--- src/rtl/cst_pkg.sv ---
// Shared types and constants for the call-site statistics table.
// Holds table sizing, operation and status codes, payload words and the stats row.
// No dependencies.
package cst_pkg;

    localparam int TABLE_DEPTH = 256;
    localparam int ADDR_W      = $clog2(TABLE_DEPTH);
    localparam int FILL_W      = ADDR_W + 1;
    localparam int KEY_W       = 48;
    localparam int CNT_W       = 64;
    localparam int NUM_CNT     = 4;
    localparam int CIDX_W      = $clog2(NUM_CNT);

    localparam logic [3:0] OP_ENTER   = 4'd0;
    localparam logic [3:0] OP_EXIT    = 4'd1;
    localparam logic [3:0] OP_COUNT   = 4'd2;
    localparam logic [3:0] OP_LOOKUP  = 4'd3;
    localparam logic [3:0] OP_STACKOP = 4'd4;
    localparam logic [3:0] OP_MEMRD   = 4'd5;
    localparam logic [3:0] OP_MEMWR   = 4'd6;
    localparam logic [3:0] OP_CLEAR   = 4'd7;
    localparam logic [3:0] OP_RDENTRY = 4'd8;
    localparam logic [3:0] OP_RDCNT   = 4'd9;

    localparam logic [1:0] ST_DONE    = 2'd0;
    localparam logic [1:0] ST_IGNORED = 2'd1;
    localparam logic [1:0] ST_FULL    = 2'd2;
    localparam logic [1:0] ST_RANGE   = 2'd3;

    localparam logic [CIDX_W-1:0] CNT_LOOKUP = 2'd0;
    localparam logic [CIDX_W-1:0] CNT_STACK  = 2'd1;
    localparam logic [CIDX_W-1:0] CNT_RDBYTE = 2'd2;
    localparam logic [CIDX_W-1:0] CNT_WRBYTE = 2'd3;

    localparam logic [2:0] ADDR_ENABLE = 3'd0;
    localparam logic [2:0] ADDR_LEVEL  = 3'd4;

    typedef enum logic {
        ALU_ADD = 1'b0,
        ALU_SUB = 1'b1
    } t_alu_op;

    typedef struct packed {
        logic [3:0]       operation;
        logic [KEY_W-1:0] routine_key;
        logic [63:0]      timestamp;
        logic [31:0]      byte_amount;
        logic [7:0]       read_index;
    } t_in_word;

    typedef struct packed {
        logic [1:0]       status;
        logic [KEY_W-1:0] entry_key;
        logic [63:0]      call_total;
        logic [63:0]      time_total;
        logic [63:0]      time_least;
        logic [63:0]      time_most;
        logic [63:0]      counter_value;
        logic [8:0]       entries_used;
    } t_out_word;

    typedef struct packed {
        logic [CNT_W-1:0] calls;
        logic [CNT_W-1:0] time_sum;
        logic [CNT_W-1:0] time_min;
        logic [CNT_W-1:0] time_max;
    } t_stat_row;

    localparam t_stat_row STAT_INIT = '{
        calls:    '0,
        time_sum: '0,
        time_min: '1,
        time_max: '0
    };

endpackage

--- src/rtl/cst_alu.sv ---
// Shared 64-bit add / subtract-compare unit of the statistics sequencer.
// Depends on cst_pkg.
module cst_alu (
    input  logic [cst_pkg::CNT_W-1:0] i_a,
    input  logic [cst_pkg::CNT_W-1:0] i_b,
    input  cst_pkg::t_alu_op          i_op,
    output logic [cst_pkg::CNT_W-1:0] o_res,
    output logic                      o_lt
);
    import cst_pkg::*;

    logic [CNT_W-1:0] b_eff;
    logic [CNT_W:0]   sum;

    always_comb begin
        b_eff = (i_op == ALU_SUB) ? ~i_b : i_b;
        sum   = {1'b0, i_a} + {1'b0, b_eff} + {{CNT_W{1'b0}}, (i_op == ALU_SUB)};
    end

    // a < b when the subtraction borrows
    assign o_res = sum[CNT_W-1:0];
    assign o_lt  = ~sum[CNT_W];

endmodule

--- config.mk ---
export PLATFORM = sky130hd
export DESIGN_NAME = cst_alu
export DESIGN_NICKNAME = d
export VERILOG_FILES = /design/src/rtl/cst_pkg.sv /design/src/rtl/cst_alu.sv
export SDC_FILE = /design/constraint.sdc
export NUM_CORES = 1
export LEC_CHECK = 0
export ABC_AREA = 1
export BUFFER_PORTS_ARGS = -buffer_cell sky130_fd_sc_hd__buf_2
export CELL_PAD_IN_SITES_DETAIL_PLACEMENT = 0
export CELL_PAD_IN_SITES_GLOBAL_PLACEMENT = 2
export CORE_ASPECT_RATIO = 0.7
export CORE_UTILIZATION = 25
export DETAILED_ROUTE_END_ITERATION = 8
export GPL_ROUTABILITY_DRIVEN = 1
export GPL_TIMING_DRIVEN = 0
export PLACE_DENSITY_LB_ADDON = 0.05
export SYNTH_ARGS = -nofsm -noshare
export SYNTH_HDL_FRONTEND = slang
export SYNTH_SLANG_ARGS = --single-unit
--- constraint.sdc ---
create_clock -name vclk -period 2.98
set_input_delay 0.298 -clock vclk [all_inputs]
set_output_delay 0.298 -clock vclk [all_outputs]
set_load 0.05 [all_outputs]
---- After elaboration in Yosys (flattened, before gate mapping) ----
Cells that the tools add are included.
Widths: inputs -> output; s select.
storage, ports and cells
  word-level logic and storage cells ...... 5
  output and inout bits ................... 65
  register bits ........................... 0
  input port bits ......................... 129
operators by class
  add/subtract/negate cells ............... 2
  bitwise logic cells ..................... 2
  multiplexer cells ....................... 1
operators by type and width
  operator        count
  $add 64x64->65  1
  $add 65x1->65   1
  $mux 64         1
  $not 64->64     1
  $not 1->1       1

---- Depth between registers and ports, before layout ----
Gate-level depths: netlist of the first run.
  depth in word-level cells ............... 5
  gate-level depth with buffers ........... 18
  gate-level depth less buffers ........... 17

---- Worst setup path after synthesis of the first run ----
OpenSTA, ideal clock, no wires.
  path type ............................... input-to-output
  from .................................... input i_op
  to ...................................... output o_lt
  path slack .............................. 0.011 ns
  cell stages on the path ................. 12
  required time ........................... 2.682 ns
  path buffers ............................ 2
  data arrival time ....................... 2.671 ns
  cells stage by stage .................... buf_4 buf_2 xor2_1 ha_1 nand2_1 inv_1 a21oi_1 a21boi_0 nand2_1 nand2_1 nand2_1 a21oi_1
on the way
  cells in the longest elaborated chain, start to end .. 4
RTL lines
  item               line           source
  start, declared    cst_alu.sv:6   input cst_pkg::t_alu_op i_op,
  $mux 64            cst_alu.sv:16  b_eff = (i_op == ALU_SUB) ? ~i_b : i_b;
  $add 64x64->65     cst_alu.sv:17  sum = {1'b0, i_a} + {1'b0, b_eff} + {{CNT_W{1'b0}}, (i_op == ALU_SUB)};
  $add 65x1->65 (*)  cst_alu.sv:17
  $not 1->1 (*)      cst_alu.sv:22  assign o_lt = ~sum[CNT_W];
  end, declared      cst_alu.sv:8   output logic o_lt
Every way passes the cells marked *; elsewhere a longest branch is shown, timed or not.

---- Worst setup path after layout of the first run ----
  from .................................... input i_op
  to ...................................... output o_res[39] (netlist name)
on the way
  cells in the longest elaborated chain, start to end .. 3
RTL lines
  item               line           source
  $mux 64            cst_alu.sv:16
  $add 64x64->65     cst_alu.sv:17
  $add 65x1->65 (*)  cst_alu.sv:17
  end, declared      cst_alu.sv:7   output logic [cst_pkg::CNT_W-1:0] o_res,
Marks and branches as above.

==> results by group, run 1 <==
Cells and area
  • Fillcell total: 2821
  • Final #Nets: around 1600
  • Final instance area: 8174 sq um
  • # diodes: 0
  • Post-layout util: 0.3458
  • Layout cells sized above 1: 0.2630
  • Area grow syn2layout: 35.62%
  • Final Non-Filler Cells: between 1500 and 2000
  • Flip-flop and latch count: 0
  • Number of clock buffers in the layout: 0
  • Storage cell area: 0 sq um

Route
  • Violation count after the first detailed-route iteration: 374
  • WL final: between 20000 and 30000 um
  • Vias per std cell: roughly 4.4
  • Vias: approximately 7500
  • DRC: 0
  • Post-route ant nets: 0
  • Pre-antenna DRT Iters: 5
  • WL per Instance: between 15 and 20 um

STA
  • Post-route setup TNS: 0 ns
  • Final Setup Violations: 0
  • Worst rel slew slack: 0.6935
  • RSZ-0062 raised after global routing: true
  • Final hold vios: 0
  • Tmin final: between 2 and 3 ns
  • FMAX: 0.3376 GHz
  • Tcrit/Tclk final: 0.9939
  • Worst slew pin tran: 0.4549 ns
  • Slew Viols, Final: 0

Synth
  • Net count after synthesis: 1389
  • Synth Instances: between 1000 and 1500
  • Avg Cell Area, Syn: 5.060 sq um
  • Synthesis Warnings: 0
  • Yosys cell types: 30
  • Post-Syn Area: 6027 sq um
  • Sequential share of the synthesized area: 0

Worst setup path
  • Critical Path AT: around 2.7 ns
  • Critical path, cell by cell: buf_12, buf_8, xor2_1, ha_1, nand2_1, inv_1, nand2_1, nor2_1, nand3_1, nand2_1, nand3_1, nand2_1, nand2_1, nand2_1, buf_4
  • WS Path Type: input pin to output pin
  • Nature of the critical path startpoint: input pin
  • Bufs and invs on worst path: 4
  • CP required: 2.68 ns
  • Crit. End Element: output pin
  • Slowest CP cell: ha_1
  • Slowest stage delay, CP: 0.39 ns
  • Most used cell, CP: nand2_1
  • Cell family with the largest share of critical-path delay: simple AND/OR/NAND/NOR gates
  • Levels on crit path: 15
  • Worst-path fanout max: 10

GRT
  • Vias in the first global route: 7167
  • Remaining global-route overflow: 0
  • Initial antenna violation count: 0
  • Largest net degree at the start of global routing: 11
  • First-pass GRT wire length: approximately 42000 um
  • Total track usage: 0.2222

Die
  • Io pins: approximately 190
  • Rows: 47
  • Die ar.: 24740 sq um
  • DIE WIDTH: 187.6 um
  • Initial core utilization: 0.2549
  • Core footprint: 23640 sq um
  • Die height: between 100 and 150 um

Worst hold path
  • Worst hold stages: 3
  • HP Class: input pin to output pin

Status
  • Status: finished, final reports clean

Placement
  • Routability cong.: 0.9025
  • Placed cell area: 7391 sq um
  • Post-DP HPWL: 25560 um
  • Placed insts: 1702
  • Port buffer count: ~190

CTS
  • Post-cts hold buffer count: 0
  • Post-CTS Repair Setup Buffers: 0

Run
  • Max_cap viols: 0

Power
  • Design Power: 3490 uW
  • Leakage: 0.004533 uW
  • PwrDens: 426.9 nW/um^2
  • Peak VDD IR: 0.2283 mV
worst min-delay path: stages:
cell and delay, ns:
buf_2 0.09, xor2_1 0.05, buf_2 0.20
power by group:
part,total (uW),switching [uW],leakage (uW),internal [uW]
registers,0,0,0,0
clock network,0,0,0,0
logic,3490,2460,0.00453,1030
total,3490,2460,0.00453,1030
layer usage:
layer	vias up	wire length [um]	GRT usage
li1	4035	-	-
met1	3381	15810	0.3663
met2	127	11110	0.3216
met3	0	1202	0.01517
met4	0	0	0.003613
met5	-	0	0
logic make-up after synthesis:
logic type / Yosys count / synth area share
adder cells (fa/ha/maj): 69 / 0.1445
AND/OR/NAND/NOR: 658 / 0.4492
XOR/XNOR: 95 / 0.1381
AO/OA/AOI/OAI: 137 / 0.1219
buffers and inverters: 232 / 0.1464
synthesized netlist by cell type, types with 2 or more instances:
cell	number	area, sq um
nand2_1	445	1670
inv_1	221	829.6
nor2_1	101	379.1
xor2_1	93	814.5
a21oi_1	82	410.4
ha_1	68	850.8
nand3_1	54	270.3
o21ai_0	33	165.2
nor2_2	19	118.9
nand2_2	15	93.84
o21bai_1	11	82.58
nor3_1	8	40.04
buf_2	6	30.03
a21o_1	3	22.52
and2_1	3	18.77
inv_2	3	11.26
nand3b_1	3	22.52
nand4_1	3	18.77
nor3_2	3	30.03
o21a_1	3	22.52
o21ai_1	3	15.01
nor2_4	2	22.52
xnor2_1	2	17.52
final cells by class:
class                      count  area, sq um  area share
buffer                         7        112.6     0.01378
inverter                     225        844.6      0.1033
multi-input combinational    959         5763      0.7050
tap                          318        397.9     0.04868
timing repair buffer         193         1056      0.1292
final timing paths:
kind,slack [ns],end,startpoint
worst min-delay path,0.95,o_res[0],i_a[0]
worst max-delay path,0.02,o_res[39],i_op
per-stage QoR:
stage          hold WS (ns)  setup WS [ns]
6_report             0.9483        0.01818
5_1_grt              0.9629       -0.04178
4_1_cts              0.9498       -0.02346
3_5_place_dp         0.9493        -0.4449
3_3_place_gp         0.9487        -0.4746
2_1_floorplan        0.8637        0.01121
placed cells by master (no fill, tap or decap), types with 20 or more instances in the layout:
master,instances
ha_1,29
a21oi_1,52
buf_4,20
nor2_1,77
nand2_1,429
inv_1,221
buf_2,157
ha_2,20
nor2_2,38
nand3_1,53
o21ai_0,26
a21oi_2,27
xor2_1,89
nand2_2,31
what timing repair did:
action                                  in CTS  in global routing
resized for setup                           68                148
endpoints found under the hold margin        0                  0
endpoints found under the setup margin      54                 49
cloned                                       0                  0
Note: power is estimated with default switching activity, not from simulation.
==> run 2: changes to the inputs <==
ABC_AREA = 0   (was 1)
CORE_UTILIZATION = 26   (was 25)
==> results by group, run 2 <==
GRT
  • Remaining global-route overflow: 0 (unchanged)
  • Largest net degree at the start of global routing: 11 (unchanged)
  • Vias in the first global route: 5232 (-27%)
  • Total track usage: 0.2102 (-0.01200)
  • Initial antenna violation count: 0 (unchanged)
  • First-pass GRT wire length: 28170 um (-33%)

Die
  • Core footprint: 15740 sq um (-33%)
  • Io pins: 194 (unchanged)
  • DIE WIDTH: 154.8 um (-18%)
  • Rows: 38 (-19%)
  • Die height: 108.9 um (-17%)
  • Initial core utilization: 0.2698 (+0.01489)
  • Die ar.: 16860 sq um (-32%)

Cells and area
  • Final instance area: 8412 sq um (+2.9%)
  • Most common cell after layout, fill and taps aside: buf_2
  • Flip-flop and latch count: 0 (unchanged)
  • # diodes: 0 (unchanged)
  • Area grow syn2layout: 98.08%
  • Fillcell total: 1460 (-48%)
  • Layout cells sized above 1: 0.5863 (+0.3233)
  • Most frequent cells in the layout: buf_2 (139), buf_4 (69), buf_6 (65)
  • Final #Nets: 1063 (-33%)
  • Storage cell area: 0 sq um (unchanged)
  • Multi-input gate area: 5828 sq um (+1.1%)
  • Number of clock buffers in the layout: 0 (unchanged)

STA
  • Worst rel slew slack: 0.6632 (-0.03031)
  • PnR worst setup slack: -0.6714 ns (-0.6896 ns)
  • Final hold vios: 0 (unchanged)
  • Tmin final: 3.651 ns (+0.6896 ns)
  • RSZ-0062 raised after global routing: true
  • Worst slew pin tran: 0.4999 ns (+0.04499 ns)
  • Tcrit/Tclk final: 1.225 (+0.2314)
  • Fin Hold WS: 0.9875 ns (+0.03920 ns)
  • FMAX: 0.2739 GHz (-19%)
  • Slew Viols, Final: 0 (unchanged)
  • Final Setup Violations: 51 (+51)

Synth
  • Post-Syn Area: 4247 sq um (-30%)
  • Synth Instances: 593 (-50%)
  • Yosys cell types: 62 (+110%)
  • Synthesis Warnings: 0 (unchanged)
  • Synth area leaders: ha_1 (20%), xor2_1 (18%), a21oi_1 (9.3%), xnor2_1 (7.6%), a21o_1 (5.7%)
  • Yosys top cell area share: 0.2004 (-0.07679)
  • Commonest cells post-synth: xor2_1 (86), a21oi_1 (79), ha_1 (68), nand2_1 (58), xnor2_1 (37)
  • Top-count cell post-synth: xor2_1
  • Avg Cell Area, Syn: 7.161 sq um (+42%)
  • Sequential share of the synthesized area: 0 (unchanged)
  • Net count after synthesis: 791 (-43%)
  • Synth area leader: ha_1

Worst hold path
  • Worst hold stages: 3 (unchanged)
  • Worst Hold Launch: i_a[0]
  • HP Class: input pin to output pin
  • Hold endpoint: o_res[0]

Power
  • Power share of the clock group: 0 (unchanged)
  • Sequential power share: 0 (unchanged)
  • PwrDens: 520.6 nW/um^2 (+22%)
  • Peak VDD IR: 0.4226 mV (+85%)
  • NetSw: 2578 uW (+4.7%)
  • Comb pwr share: 1.000 (about the same)
  • Cell Int Power: 1801 uW (+76%)
  • Leakage: 0.003742 uW (-17%)
  • Net Sw Frac: 0.5887 (-0.1172)

Placement
  • Placed cell area: 6369 sq um (-14%)
  • Routability cong.: 0.8529 (-5.5%)
  • Port buffer count: 193 (unchanged)
  • Post-DP HPWL: 14320 um (-44%)

Route
  • WL per Instance: 17.21 um (+4.1%)
  • Violation count after the first detailed-route iteration: 245 (-34%)
  • Vias: 5382 (-29%)
  • Post-route ant nets: 0 (unchanged)
  • WL final: 18630 um (-34%)
  • Pre-antenna DRT Iters: 5 (unchanged)
  • Vias per std cell: 4.970 (+12%)
  • DRC: 0 (unchanged)

Worst setup path
  • Nature of the critical path startpoint: input pin
  • Worst-path fanout max: 6 (-4)
  • Crit. End Element: output pin
  • CP required: 2.68 ns (about the same)
  • Critical Path AT: 3.35 ns (+0.69 ns)
  • WS Path Type: input pin to output pin

Run
  • Max_cap viols: 0 (unchanged)

Status
  • Status: complete, but fails checks
  • Failing checks: setup timing
run 2: layout make-up:
cell class,count,share of cell area
plain buffers,17,0.02707
inverters,13,0.005801
multi-input cells,559,0.6928
well taps,220,0.03272
repair buffers,274,0.2416
run 2: per-layer routing:
| metal | up-vias | share of wire | GRT usage |
|---|---|---|---|
| li1 | 2694 | - | - |
| met1 | 2524 | 0.55 | 0.3442 |
| met2 | 160 | 0.41 | 0.3064 |
| met3 | 4 | 0.041 | 0.01153 |
| met4 | 0 | 0.0034 | 0.009194 |
| met5 | - | 0 | 0 |
run 2: logic make-up after synthesis:
group,Yosys count,share of synthesized area
multiplexers,2,0.007955
AO/OA/AOI/OAI,209,0.3235
AND/OR/NAND/NOR,156,0.1768
buffers and inverters,34,0.03300
adder cells (fa/ha/maj),69,0.2051
XOR/XNOR,123,0.2537
run 2: worst max path at each step:
stage / start / to / slack, ns / cells past startpoint
6_report: i_op / o_res[62] / -0.67 / 16
5_1_grt: i_op / o_res[43] / -0.77 / 14
4_1_cts: i_op / o_res[57] / -0.64 / 16
3_5_place_dp: i_op / o_res[62] / -1.26 / 15
3_3_place_gp: i_op / o_res[62] / -1.26 / 14
2_1_floorplan: i_op / o_res[50] / -0.64 / 12
run 2: repair_timing:
item,CTS,global route
pin swaps,58,57
hold buffers,0,0
resized for setup,228,90
setup buffers,58,22
setup endpoints to repair,51,53
gates cloned,2,1
run 2: power by group through the flow:
stage               logic (uW)  clock network (uW)  registers, uW
CTS                       4090                   0              0
detailed placement        3320                   0              0
global route              4610                   0              0
floorplan                 2630                   0              0
global placement          3320                   0              0
finish                    4380                   0              0
run 2: worst max-delay path: stages:
cell and delay [ns]:
buf_16 0.13, buf_12 0.14, xor2_1 0.14, ha_1 0.36, nor2b_4 0.18, o21ai_2 0.08
o221ai_4 0.23, a31oi_2 0.14, o21ai_2 0.25, a221o_2 0.31, a21oi_4 0.08, o31a_1 0.25
buf_6 0.14, a21oi_4 0.29, xnor2_4 0.15, buf_6 0.17
run 2: stage by stage:
step | utilization | total power, uW | cells | setup TNS [ns] | worst slack [ns]
after detailed placement | 0.4047 | 3317 | 1006 | -29.84 | -1.263
final | 0.5345 | 4379 | 1083 | -17.95 | -0.6714
after global routing | 0.5345 | 4607 | 1083 | -23.20 | -0.7699
after floorplan | - | 2630 | 593 | -9.925 | -0.6391
after global placement | 0.4047 | 3320 | 1006 | -29.69 | -1.263
after CTS | 0.4952 | 4095 | 1061 | -17.26 | -0.6351
